<file path="src/hw/rtl/mwf_pkg.sv">
`timescale 1ns / 1ps
// ----------------------------------------------------------------------------
// mwf_pkg
// Shared types and constants of the median window filter.
// ----------------------------------------------------------------------------
package mwf_pkg;

	localparam int DEF_MAX_APERTURE = 2;
	localparam int DEF_MAX_WIDTH    = 1024;

	localparam int CH_W    = 8;
	localparam int PIX_W   = 3 * CH_W;
	localparam int WIDTH_W = 11;
	localparam int APER_W  = 2;
	localparam int CFG_W   = 11;

	typedef logic [PIX_W-1:0] pixel_t;

	// Configuration register indexes.
	typedef enum logic [0:0] {
		REG_PADDED_WIDTH = 1'b0,
		REG_APERTURE     = 1'b1
	} reg_index_t;

	localparam logic [WIDTH_W-1:0] RST_PADDED_WIDTH = WIDTH_W'(640);
	localparam logic [APER_W-1:0]  RST_APERTURE     = APER_W'(1);

endpackage

</file>
<file path="src/hw/rtl/mwf_rank.sv">
`timescale 1ns / 1ps
// ----------------------------------------------------------------------------
// mwf_rank
// Median of one colour channel by ranking: pairwise compares, then counts,
// then selection of the element whose rank is the middle one.
// ----------------------------------------------------------------------------
module mwf_rank
	import mwf_pkg::*;
#(
	parameter int NE  = 25,
	parameter int RKW = $clog2(NE)
) (
	input  logic                     clk,
	input  logic                     en,
	input  logic [NE-1:0][CH_W-1:0]  vals,
	input  logic [NE-1:0]            act,
	input  logic [RKW-1:0]           mid,
	output logic [CH_W-1:0]          med
);

	logic [NE-1:0][NE-1:0]   lt_d;
	logic [NE-1:0][NE-1:0]   lt_s3;
	logic [NE-1:0][CH_W-1:0] val_s3;
	logic [NE-1:0]           act_s3;
	logic [RKW-1:0]          mid_s3;
	logic [NE-1:0]           sel_d;
	logic [NE-1:0]           sel_s4;
	logic [NE-1:0][CH_W-1:0] val_s4;

	// Element j is ranked below element i if smaller, or equal and earlier.
	always_comb begin
		for (int i = 0; i < NE; i++) begin
			for (int j = 0; j < NE; j++) begin
				lt_d[i][j] = act[j] && ((vals[j] < vals[i]) ||
					((vals[j] == vals[i]) && (j < i)));
			end
		end
	end

	always_ff @(posedge clk) begin
		if (en) begin
			lt_s3  <= lt_d;
			val_s3 <= vals;
			act_s3 <= act;
			mid_s3 <= mid;
		end
	end

	// Exactly one active element carries the middle rank.
	always_comb begin
		for (int i = 0; i < NE; i++) begin
			sel_d[i] = act_s3[i] && (RKW'($countones(lt_s3[i])) == mid_s3);
		end
	end

	always_ff @(posedge clk) begin
		if (en) begin
			sel_s4 <= sel_d;
			val_s4 <= val_s3;
		end
	end

	always_comb begin
		med = '0;
		for (int i = 0; i < NE; i++) begin
			med = med | (val_s4[i] & {CH_W{sel_s4[i]}});
		end
	end

endmodule

</file>
<file path="config.mk">
export PLATFORM = sky130hd
export DESIGN_NAME = mwf_rank
export DESIGN_NICKNAME = d
export VERILOG_FILES = /design/src/hw/rtl/mwf_pkg.sv /design/src/hw/rtl/mwf_rank.sv
export SDC_FILE = /design/constraint.sdc
export NUM_CORES = 2
export LEC_CHECK = 0
export ABC_CLOCK_PERIOD_IN_PS = 5000
export BUFFER_PORTS_ARGS = -buffer_cell sky130_fd_sc_hd__buf_2
export CAP_MARGIN = 15
export CELL_PAD_IN_SITES_DETAIL_PLACEMENT = 2
export CELL_PAD_IN_SITES_GLOBAL_PLACEMENT = 2
export CORE_MARGIN = 1.5
export CORE_UTILIZATION = 35
export CTS_CLUSTER_SIZE = 14
export DETAILED_ROUTE_END_ITERATION = 8
export PLACE_DENSITY_LB_ADDON = 0.08
export SLEW_MARGIN = 15
export SYNTH_ARGS = -nofsm -noshare
export SYNTH_HDL_FRONTEND = slang
export SYNTH_SLANG_ARGS = --single-unit
export TNS_END_PERCENT = 30
</file>
<file path="constraint.sdc">
create_clock -name clk -period 5 [get_ports clk]
set_input_delay 0.75 -clock clk [delete_from_list [all_inputs] [get_ports clk]]
set_output_delay 0.75 -clock clk [all_outputs]
set_load 0.01 [all_outputs]
</file>
==> results list <==
- Status: finished with violations
* Failing checks: setup timing
- Largest delay share family, worst path: adder cells
* TritonCTS clock tree: yes
* Transition time at the pin with the least slew margin: 1330 ps
- Fmax achieved: 0.194 GHz
- The max-slew violation count is 0.
- Shortest clock period the worst path allows after layout: 5150 ps
- 240 I/O pins were placed.
- The tree built by TritonCTS fans out to 1,055 sinks.
* Most common library cell in the layout ignoring fill and taps: sky130_fd_sc_hd__ha_1
- Clock tree synthesis inserted a total of 150 buffers.
* Master of the slowest instance on the critical path: sky130_fd_sc_hd__fa_1
* Die outline area: 313,000 um2
* Netlist cell types: 45
- Clock skew on the completed layout was measured at 88.6 ps.
- Normalized max-slew margin: 11.5%
- Logic depth of the worst path, buffers included: 17
- The number of global-route vias before repair was 104,000.
- The number of cells on the worst reg-to-reg path is 17.
* Die height: 560 um
* Wire length per cell: 43.7 um
* CP dominant cell by count: sky130_fd_sc_hd__fa_1
- IR analysis of the VDD net gives a maximum drop of 413 uV.
- Of all nets on the critical path, the largest fanout is 2.
- In this run, flip-flops and latches consume 19.5% of the power.
- The setup check on the worst reg-to-reg path leaves a slack of -150 ps.
- Start-to-end type of the worst setup path: flop to flop
- For the final routed database, the setup TNS stands at -151 ps.
- Capture point of the worst reg-to-reg path: sel_s4[4]
- The first detailed-routing pass ran for 8 iterations.
* Sw Pwr: 27.7 mW
* Number of vias per cell: 6.51
- First-pass GRT wire length: 883 mm
* Core Box Area: 309,000 um2
- Yosys reg bits: 1,055
- Std cell rows: 204
- Leak pwr: 54.0 nW
- From left edge to right edge, the die measures 560 um.
- Maximum number of pins on one net before global-route repair: 102
* Insertion delay to the later sink of the worst-skew pair: 910 ps
- After global routing the overflow that remains totals 0.
* Part of the power in the clock network: 18.3%
- Global-route met1 utilization: 51.8%
* Number of fillers in the final layout: 32,200
* Worst endpoint required time: 5700 ps
- Gr usage total: 41.4%
* Number of instances in the synthesized netlist: 10,100
- Syn-to-layout area delta: 14.6%
- Vias after detailed routing: 98,900
- Worst setup path end: sel_s4[4]
- met2 is the most crowded layer.
- STA classifies the critical path endpoint as a flop.
- At the end of routability-driven placement, the weighted congestion stood at 0.981.
- Number of violations of the max-capacitance limit: 0
- Along the worst hold path, the cell count comes to 1.
* Commonest cells after routing, fill and taps aside: sky130_fd_sc_hd__ha_1, sky130_fd_sc_hd__a21oi_1, sky130_fd_sc_hd__edfxtp_1
* Sw Share: 45.5%
- Worst hold path type: input port to flop
- The Yosys step of the flow raised 0 warnings.
* Met2 usage: 62.7%
- Each instance of the synthesized netlist takes up on average 10.7 um2.
* Crit-path cells: fa_1, inv_1, fa_1, inv_2, ha_4, ha_4, fa_1, inv_2, fa_1, fa_1, fa_1, inv_1, ha_2, fa_2, xnor2_2, nand4_1, nor3_2
- Tracing the worst setup path back leads to its startpoint at lt_s3[103].
- The finished layout holds 15,200 standard cells, fillers aside.
- The initial utilization of the core area, before any placement, comes to 35.2%.
- The total count of hold-check failures in the final report was 0.
- Fin crit share: 103%
* Critical path launch point type: flop
- The final layout contains 14,400 nets.
* Bufs on Longest Clock Path: 4
* Root buffer cell: sky130_fd_sc_hd__clkbuf_16
* Final worst slack: -151 ps
* Proportion of layout cells with a drive suffix above 1: 9.94%
- DRT iter0 DRCs: 11,400
- The cell area that synthesis handed to floorplanning was 108,000 um2.
* Fraction of the yosys area taken by sequential cells: 29.2%
- Final setup violation count: 1
- Pwr dens: 491 nW/um2
* Number of buffers and inverters on the critical path: 4
- Source of the worst register-to-register timing path: lt_s3[103]
- After clock tree synthesis, the clock-pin slew on the worst setup and hold paths is 50 ps.
* Number of antenna-violating nets in the routed design: 0
- Critical path data arrival time: 5850 ps
- After detailed routing, the number of remaining DRC violations is 0.
- Total placed cells including tap cells: 14,900
* GR met3 Demand/Resource: 8.14%
* Post-Route WL: 663 mm
- The H-tree generated during clock tree synthesis spans 4 levels.
* Port Buffers: 239
- Setup repair after global routing could not meet its margin everywhere.
- Detailed placement finished with a half-perimeter wire length of 511 mm.
- Util after Layout: 40.3%
- Internal power summed over all cells: 33.3 mW
- The number of antenna violations at the first check in global routing is 138.
* Proportion of power drawn by combinational gates: 62.2%
- Synth Net Count: 13,600
- Largest stage delay on the critical path: 550 ps
[per-layer routing]
layer,share of wire [%],up-vias
met4,9.1,52
met5,0.054,-
met1,39,51800
li1,-,40000
met2,43,5337
met3,8.9,1805
[cell usage after synthesis, drive strengths merged]
cell type	number	area, um2
a21boi	118	886
a221oi	16	140
a21oi	1128	5650
nor2b	300	1880
nor3b	20	150
and3	132	826
o41ai	42	368
or3	23	144
nand2b	141	882
clkbuf	63	239
o311a	14	140
xor2	70	651
nand3	51	255
o21a	229	1720
a21o	31	233
a22o	16	140
nand4	620	3880
xnor2	105	920
buf	24	229
nor4	1	12.5
fa	468	9370
a31oi	6	37.5
a211o	132	1160
o211ai	292	2190
edfxtp	1055	31700
a222oi	8	80.1
nand2	300	1130
o31a	42	368
inv	1027	3850
ha	2825	35300
nor3	130	676
nor2	206	773
o21ai	392	1960
a22oi	56	420
o21bai	14	105
clkinv	1	3.75
[how the worst min path moves through the flow]
stage,end,start,slack (ps)
after CTS,val_s3[183],vals[183],8
after global routing,val_s3[179],vals[179],50
after global placement,val_s4[186],val_s3[186],400
final,val_s3[183],vals[183],50
after detailed placement,val_s4[138],val_s3[138],410
after floorplan,val_s4[0],val_s3[0],400
[final cells by class]
class	instances	area (um2)	share of cell area (%)
repair buffers	761	5930	4.77
flip-flops and latches	1055	31700	25.5
diodes	40	100	0.0805
well taps	4120	5150	4.15
inverters	1028	3860	3.10
clock inverters	84	907	0.730
multi-input cells	7928	72800	58.6
clock buffers	172	3860	3.10
[state kept, by name, summed over array words and instances, names as in the netlist]
signal,cells
val_s4,200
sel_s4,25
act_s3,25
val_s3,200
lt_s3,600
mid_s3,5
[power groups by stage]
stage | Combinational (mW) | Clock, mW | Sequential (mW)
3_5_place_dp | 36.4 | 0 | 12.0
3_3_place_gp | 34.2 | 0 | 12.0
4_1_cts | 37.1 | 11.2 | 11.8
5_1_grt | 42.0 | 11.5 | 11.9
2_1_floorplan | 25.1 | 0 | 11.2
6_report | 38.0 | 11.2 | 11.9
[metrics by stage]
| stage | setup slack (ps) | hold slack [ps] | power [mW] | instance area, um2 |
|---|---|---|---|---|
| final | -151 | 50.6 | 61.0 | 124000 |
| after global routing | -325 | 51.2 | 65.4 | 124000 |
| after CTS | -258 | 7.77 | 60.1 | 124000 |
| after detailed placement | -320 | 406 | 48.4 | 119000 |
| after global placement | -501 | 400 | 46.2 | 119000 |
| after floorplan | 3.90 | 400 | 36.3 | 108000 |
[repair_timing]
action                     4_1_cts  5_1_grt
hold buffers                     2        0
hold endpoints to repair         2        0
resized for setup                5       62
setup endpoints to repair        4       20
buffers inserted                 0        2
pin swaps                        3       41
[logic make-up (layout without fill, tap and decap cells)]
group	after synthesis	in the layout	share of synthesized area, %
buffers and inverters	1115	2045	3.99
adder cells (fa/ha/maj)	3293	3293	41.2
AND/OR/NAND/NOR	1924	1924	9.77
other	0	40	0
flip-flops	1055	1055	29.2
AO/OA/AOI/OAI	2536	2536	14.4
XOR/XNOR	175	175	1.45
Note: power is estimated with default switching activity, not from simulation.
