## config.mk

```make
export PLATFORM = sky130hd
export DESIGN_NAME = mwf_cell
export DESIGN_NICKNAME = d
export VERILOG_FILES = /design/src/hw/rtl/mwf_pkg.sv /design/src/hw/rtl/mwf_cell.sv
export SDC_FILE = /design/constraint.sdc
export NUM_CORES = 1
export LEC_CHECK = 0
export BUFFER_PORTS_ARGS = -buffer_cell sky130_fd_sc_hd__buf_2
export CAP_MARGIN = 25
export CORE_MARGIN = 1.5
export CORE_UTILIZATION = 35
export CTS_BUF_LIST = sky130_fd_sc_hd__clkbuf_8
export CTS_CLUSTER_SIZE = 24
export DETAILED_ROUTE_END_ITERATION = 8
export PLACE_DENSITY = 0.65
export SETUP_SLACK_MARGIN = 0.3
export SYNTH_ARGS = -nofsm -noshare
export SYNTH_HDL_FRONTEND = slang
export SYNTH_SLANG_ARGS = --single-unit
```

## constraint.sdc

```tcl
create_clock -name clk -period 0.8 [get_ports clk]
set_input_delay 0.04 -clock clk [delete_from_list [all_inputs] [get_ports clk]]
set_output_delay 0.04 -clock clk [all_outputs]
set_load 0.05 [all_outputs]
```

## src/hw/rtl/mwf_pkg.sv

```systemverilog
`timescale 1ns / 1ps
// ----------------------------------------------------------------------------
// mwf_pkg
// Shared types and constants of the median window filter.
// ----------------------------------------------------------------------------
package mwf_pkg;

	localparam int DEF_MAX_APERTURE = 2;
	localparam int DEF_MAX_WIDTH    = 1024;

	localparam int CH_W    = 8;
	localparam int PIX_W   = 3 * CH_W;
	localparam int WIDTH_W = 11;
	localparam int APER_W  = 2;
	localparam int CFG_W   = 11;

	typedef logic [PIX_W-1:0] pixel_t;

	// Configuration register indexes.
	typedef enum logic [0:0] {
		REG_PADDED_WIDTH = 1'b0,
		REG_APERTURE     = 1'b1
	} reg_index_t;

	localparam logic [WIDTH_W-1:0] RST_PADDED_WIDTH = WIDTH_W'(640);
	localparam logic [APER_W-1:0]  RST_APERTURE     = APER_W'(1);

endpackage

```

## src/hw/rtl/mwf_cell.sv

```systemverilog
`timescale 1ns / 1ps
// ----------------------------------------------------------------------------
// mwf_cell
// One column of the sliding window; passes its column to the next cell on
// every shift.
// ----------------------------------------------------------------------------
module mwf_cell
	import mwf_pkg::*;
#(
	parameter int SIDE = 5
) (
	input  logic              clk,
	input  logic              arst_n,
	input  logic              shift,
	input  pixel_t [SIDE-1:0] col_in,
	output pixel_t [SIDE-1:0] col_out
);

	pixel_t [SIDE-1:0] col_q;

	// Load the neighbour's column when a pixel moves through the window.
	always_ff @(posedge clk or negedge arst_n) begin
		if (!arst_n) begin
			col_q <= '0;
		end else if (shift) begin
			col_q <= col_in;
		end
	end

	assign col_out = col_q;

endmodule

```

==> reports/metrics.yaml, run 1 <==
start_kind: "flip-flop"
via_per_inst: 4.45
max_cap_violations: 0
placed_cell_area_mm2: 0.00605
antenna_left: 0
cpLargestDelayFamily: "flip-flops"
cts_root_buf: "clkbuf_8"
drtPass1Iterations: 4
p_leak_nw: 3.41
ir_drop_v: 0.00123
via_count: 3168
n_fill_cell: 963
cts.sink_count: 120
cp_cell_sequence: "buf_6"
drive_gt1_frac: 0.994
diodes: 0
grt_pass1_wl_mm: 16.5
layout_min_cycle_time_ns: 1.04
clockBufferDepth: 2
synth.distinct_cells: 4
fmax_mhz: 960
synthTopCellsByArea: "dfrtp_1 67%, mux2_2 30%, buf_6 2.8%"
final-setup-viol-count: 138
ys_warn_count: 0
synth_top_flop_cell: "dfrtp_1"
ff2ff_setup_slack_ns: -0.21
timing.max_slew.rel_slack: 0.810
wl_per_cell_um: 15.5
yosysTopAreaCell: "dfrtp_1"
drc: 0
failed_checks: "negative hold slack, negative setup slack"
yosysSeqAreaShare: 0.669
finClkSkew_ns: 0
cts_tree: "built"
core_mm2: 0.0126
port_buffers: 242
synth_edf_count: 0
crit_path_max_incr_delay_ns: 0.42
endpoint_kind: "primary output"
synth_commonest_cells: "120 x dfrtp_1, 120 x mux2_2, 11 x buf_6, 2 x buf_2"
power_switching_mw: 5.75
cts-htree-levels: 4
clkPwrFrac: 0.279
power.share.sequential: 0.420
p_comb_frac: 0.301
fin_tns_setup_ns: -28.55
syn_avg_cell_area_um2: 17.7
die_area_mm2: 0.0135
area_growth_pct: 65.4
die_w_um: 116
gp_congestion: 0.708
grt_use_total: 0.161
hold_slack_ns: -0.530
drt_wl_total_mm: 11.0
p_int_mw: 11.5
status: "finished with violations"
crit_buf_inv: 1
worst_ep_arrival_time_ns: 1.00
start_util: 0.357
overflow: 0
fin_cells: 712
syn_area_mm2: 0.00449
die_h_um: 116
ys_seq_elements: 120
dp_hpwl_mm: 7.08
netlist.area_leader.share: 0.669
grt_max_degree: 50
finalHoldViolCount: 240
clkLatencyLatePin_ns: 0.42
maxSlewViolCount: 0
rsz0062_at_grt: "true"
fin_area_mm2: 0.00742
fin_nets: 650
syn-num-nets: 376
switching_share: 0.333
fin_ws_ns: -0.242
antenna_found_initial: 0
drt_iter0_drc: 148
slowest_stage: "dfrtp_2"
largest_register_ffs: 120
fin_crit_sh: 1.30
worst-slew-pin-transition_ns: 0.284
hold_path_class: "input pin to asynchronous set/reset pin"
p_per_area_mw_per_mm2: 2320
clk_pin_slew_ns: 0.07
critical_path_class: "flip-flop to primary output"
path_max_fanout: 2
synthArstFlopShare: 1.00
rows: 41
place_inst: 663
cts_inserted_buffers: 17
required_ns: 0.76
ioPinCount: 243
grt_pass1_vias: 3377
postSynthCellCount: 253
-- stage by stage --
step | setup slack (ns) | total power [mW] | util
2_1_floorplan | -0.102 | 10.2 | -
4_1_cts | -0.278 | 17.2 | 0.571
3_5_place_dp | -0.175 | 11.4 | 0.482
3_3_place_gp | -0.149 | 11.3 | 0.482
5_1_grt | -0.298 | 18.0 | 0.591
6_report | -0.242 | 17.3 | 0.591
-- placed cells by master, fill, tap and decap left out --
cell,synthesis,final
buf_12,0,4
buf_2,2,120
buf_4,0,8
buf_6,11,132
buf_8,0,4
bufinv_16,0,1
clkbuf_8,0,19
clkinv_2,0,8
clkinvlp_4,0,1
dfrtp_2,0,120
inv_1,0,3
mux2_2,120,102
mux2_4,0,18
-- cell families (layout without fill, tap and decap cells) --
kind of cell | count (synthesis) | in the layout | share of synthesized area
buffers and inverters | 13 | 300 | 0.0298
DFF | 120 | 120 | 0.669
muxes | 120 | 120 | 0.301
-- final cells by class --
| type | instances | area [um^2] | area share |
|---|---|---|---|
| Sequential cell | 120 | 3150 | 0.425 |
| Timing Repair Buffer | 268 | 2290 | 0.308 |
| Multi-Input combinational cell | 120 | 1420 | 0.191 |
| Clock buffer | 19 | 262 | 0.0352 |
| Tap cell | 172 | 215 | 0.0290 |
| Clock inverter | 13 | 88.8 | 0.0120 |
-- power by group through the flow --
stage | Sequential [mW] | Combinational [mW] | Clock [mW]
CTS | 7.23 | 4.95 | 4.97
floorplan | 9.39 | 0.771 | 0
global route | 7.33 | 5.41 | 5.30
finish | 7.25 | 5.19 | 4.82
global placement | 7.15 | 4.14 | 0
detailed placement | 7.17 | 4.18 | 0
-- repair_timing --
item                       4_1_cts  5_1_grt
resized for setup              242       36
hold endpoints to repair       240      240
setup endpoints to repair      240      240
setup buffers                    2       15
pin swaps                        0        0
-- path summary, 6_finish.rpt --
kind	from	endpoint	cells after the start
setup / recovery	col_out[9]	col_out[9]	1
max in group asynchronous	arst_n	col_out[21]	2
hold reg to reg	col_out[16]	col_out[16]	1
min in group clk	col_in[10]	col_out[10]	2
hold / removal	arst_n	col_out[43]	1
setup reg to reg	col_out[8]	col_out[8]	3
-- metal layers --
| metal | global-route usage | up-vias | routed length, um |
|---|---|---|---|
| li1 | - | 1442 | - |
| met1 | 0.179 | 1553 | 4210 |
| met2 | 0.271 | 156 | 5640 |
| met3 | 0.0695 | 17 | 989 |
| met4 | 0.0724 | 0 | 195 |
| met5 | 0 | - | 0 |
Power figures use the tool's default switching activity.
==> run 2: changes to the inputs <==
--- a/config.mk
+++ b/config.mk
@@ -7,12 +7,14 @@
 export LEC_CHECK = 0
 export BUFFER_PORTS_ARGS = -buffer_cell sky130_fd_sc_hd__buf_2
 export CAP_MARGIN = 25
+export CELL_PAD_IN_SITES_DETAIL_PLACEMENT = 1
+export CELL_PAD_IN_SITES_GLOBAL_PLACEMENT = 2
 export CORE_MARGIN = 1.5
-export CORE_UTILIZATION = 35
+export CORE_UTILIZATION = 29
 export CTS_BUF_LIST = sky130_fd_sc_hd__clkbuf_8
 export CTS_CLUSTER_SIZE = 24
 export DETAILED_ROUTE_END_ITERATION = 8
-export PLACE_DENSITY = 0.65
+export PLACE_DENSITY_LB_ADDON = 0.1
 export SETUP_SLACK_MARGIN = 0.3
 export SYNTH_ARGS = -nofsm -noshare
 export SYNTH_HDL_FRONTEND = slang
==> run 2 against run 1 <==
Against the previous run: the run still ends with negative hold slack, negative setup slack left; via count increased by 0.51%; combinational power shrank 2%; maximum frequency decreased by 0.53%; power grew 3.4%; flip-flop and latch count is the same; worst setup slack worse by 0.0056 ns; routed wire length up 9.3%; clock skew stayed put; critical path type unchanged.
==> reports/metrics.yaml, run 2 (synthesis gave the netlist of run 1 again) <==
regArea_mm2: 0.00315
grt_pass1_wl_mm: 19.5
ctsHoldBuffers: 1
worst_ep_arrival_time_ns: 1.01
cts_inserted_buffers: 17
grt_pass1_vias: 3626
final_common_cell: "buf_6"
overflow: 0
fin_ws_ns: -0.248
endpoint_kind: "primary output"
cp_cell_sequence: "buf_6"
final-setup-viol-count: 132
crit_path_max_incr_delay_ns: 0.42
drive_gt1_frac: 0.996
cts_root_buf: "clkbuf_8"
p_leak_nw: 3.34
cpLargestDelayFamily: "flip-flops"
layout_min_cycle_time_ns: 1.05
fin_tns_setup_ns: -29.06
antenna_found_initial: 0
cts.sink_count: 120
antenna_left: 0
port_buffers: 242
drtPass1Iterations: 4
core_mm2: 0.0151
clk_pin_slew_ns: 0.07
largest_register_ffs: 120
rsz0062_at_grt: "true"
ir_drop_v: 0.00121
required_ns: 0.76
start_kind: "flip-flop"
die_w_um: 127
hold_path_class: "input pin to flip-flop"
layout_common_cells: "128 x buf_6, 120 x dfrtp_2, 120 x buf_2"
ioPinCount: 243
fin_nets: 643
p_per_area_mw_per_mm2: 2410
clkLatencyLatePin_ns: 0.43
cts-htree-levels: 4
die_h_um: 127
wl_per_cell_um: 16.8
clockBufferDepth: 2
rows: 45
gp_congestion: 0.720
critical_path_class: "flip-flop to primary output"
finalHoldViolCount: 120
timing.max_slew.rel_slack: 0.806
hold_path_depth: 2
die_area_mm2: 0.0162
maxSlewViolCount: 0
fin_crit_sh: 1.31
crit_cells: 1
finClkSkew_ns: 0
path_max_fanout: 2
area_growth_pct: 64.8
multiInputGateArea_mm2: 0.00139
r2r_cells: 2
cts_tree: "built"
diodes: 0
max_cap_violations: 0
dp_hpwl_mm: 8.56
fmax_mhz: 955
drt_iter0_drc: 59
worst-slew-pin-transition_ns: 0.292
n_fill_cell: 1562
hold_slack_ns: -0.167
drt_wl_total_mm: 12.1
start_util: 0.296
via_count: 3184
drc: 0
status: "finished with violations"
grt_use_total: 0.158
failed_checks: "negative hold slack, negative setup slack"
utilization: 0.488
slowest_stage: "dfrtp_2"
crit_buf_inv: 1
via_per_inst: 4.43
grt_max_degree: 50
-- run 2: final timing paths --
check                                 start  slack [ns]     endpoint
worst max-delay path            col_out[51]       -0.25  col_out[51]
worst min-delay path             col_in[90]       -0.17  col_out[90]
worst max register to register  col_out[16]       -0.11  col_out[16]
worst min register to register  col_out[43]        0.53  col_out[43]
max in group asynchronous            arst_n        0.35  col_out[25]
min in group asynchronous            arst_n        0.16  col_out[65]
-- run 2: where the power goes --
group,internal [mW],switching (mW),total [mW]
clock network,3.16,2.35,5.51
registers,6.79,0.451,7.24
logic,2.10,2.99,5.09
total,12.0,5.79,17.8
-- run 2: area by class of cell --
class,count,area share
tap,188,0.0318
multi-input combinational,120,0.188
clock inverter,11,0.0178
clock buffer,19,0.0354
timing repair buffer,261,0.301
sequential,120,0.426
-- run 2: routing by layer --
metal / up-vias / part of all wire / global-route usage
li1: 1419 / - / -
met1: 1607 / 0.37 / 0.178
met2: 144 / 0.52 / 0.258
met3: 14 / 0.096 / 0.0691
met4: 0 / 0.019 / 0.0735
met5: - / 0 / 0
-- run 2: what timing repair did --
item,CTS,global route
endpoints found under the setup margin,240,240
setup buffers,1,10
endpoints found under the hold margin,240,120
resized for setup,241,19
-- run 2: metrics by stage --
| stage | worst slack [ns] | hold slack (ns) | power (mW) | area (um^2) | std cells |
|---|---|---|---|---|---|
| final | -0.248 | -0.167 | 17.8 | 7390 | 719 |
| after global routing | -0.309 | -0.204 | 18.7 | 7390 | 719 |
| after CTS | -0.297 | -0.211 | 18.0 | 7250 | 709 |
| after detailed placement | -0.175 | 0.0793 | 11.4 | 6080 | 677 |
| after global placement | -0.148 | 0.0839 | 11.3 | 6080 | 677 |
| after floorplan | -0.102 | -0.256 | 10.2 | 4640 | 253 |
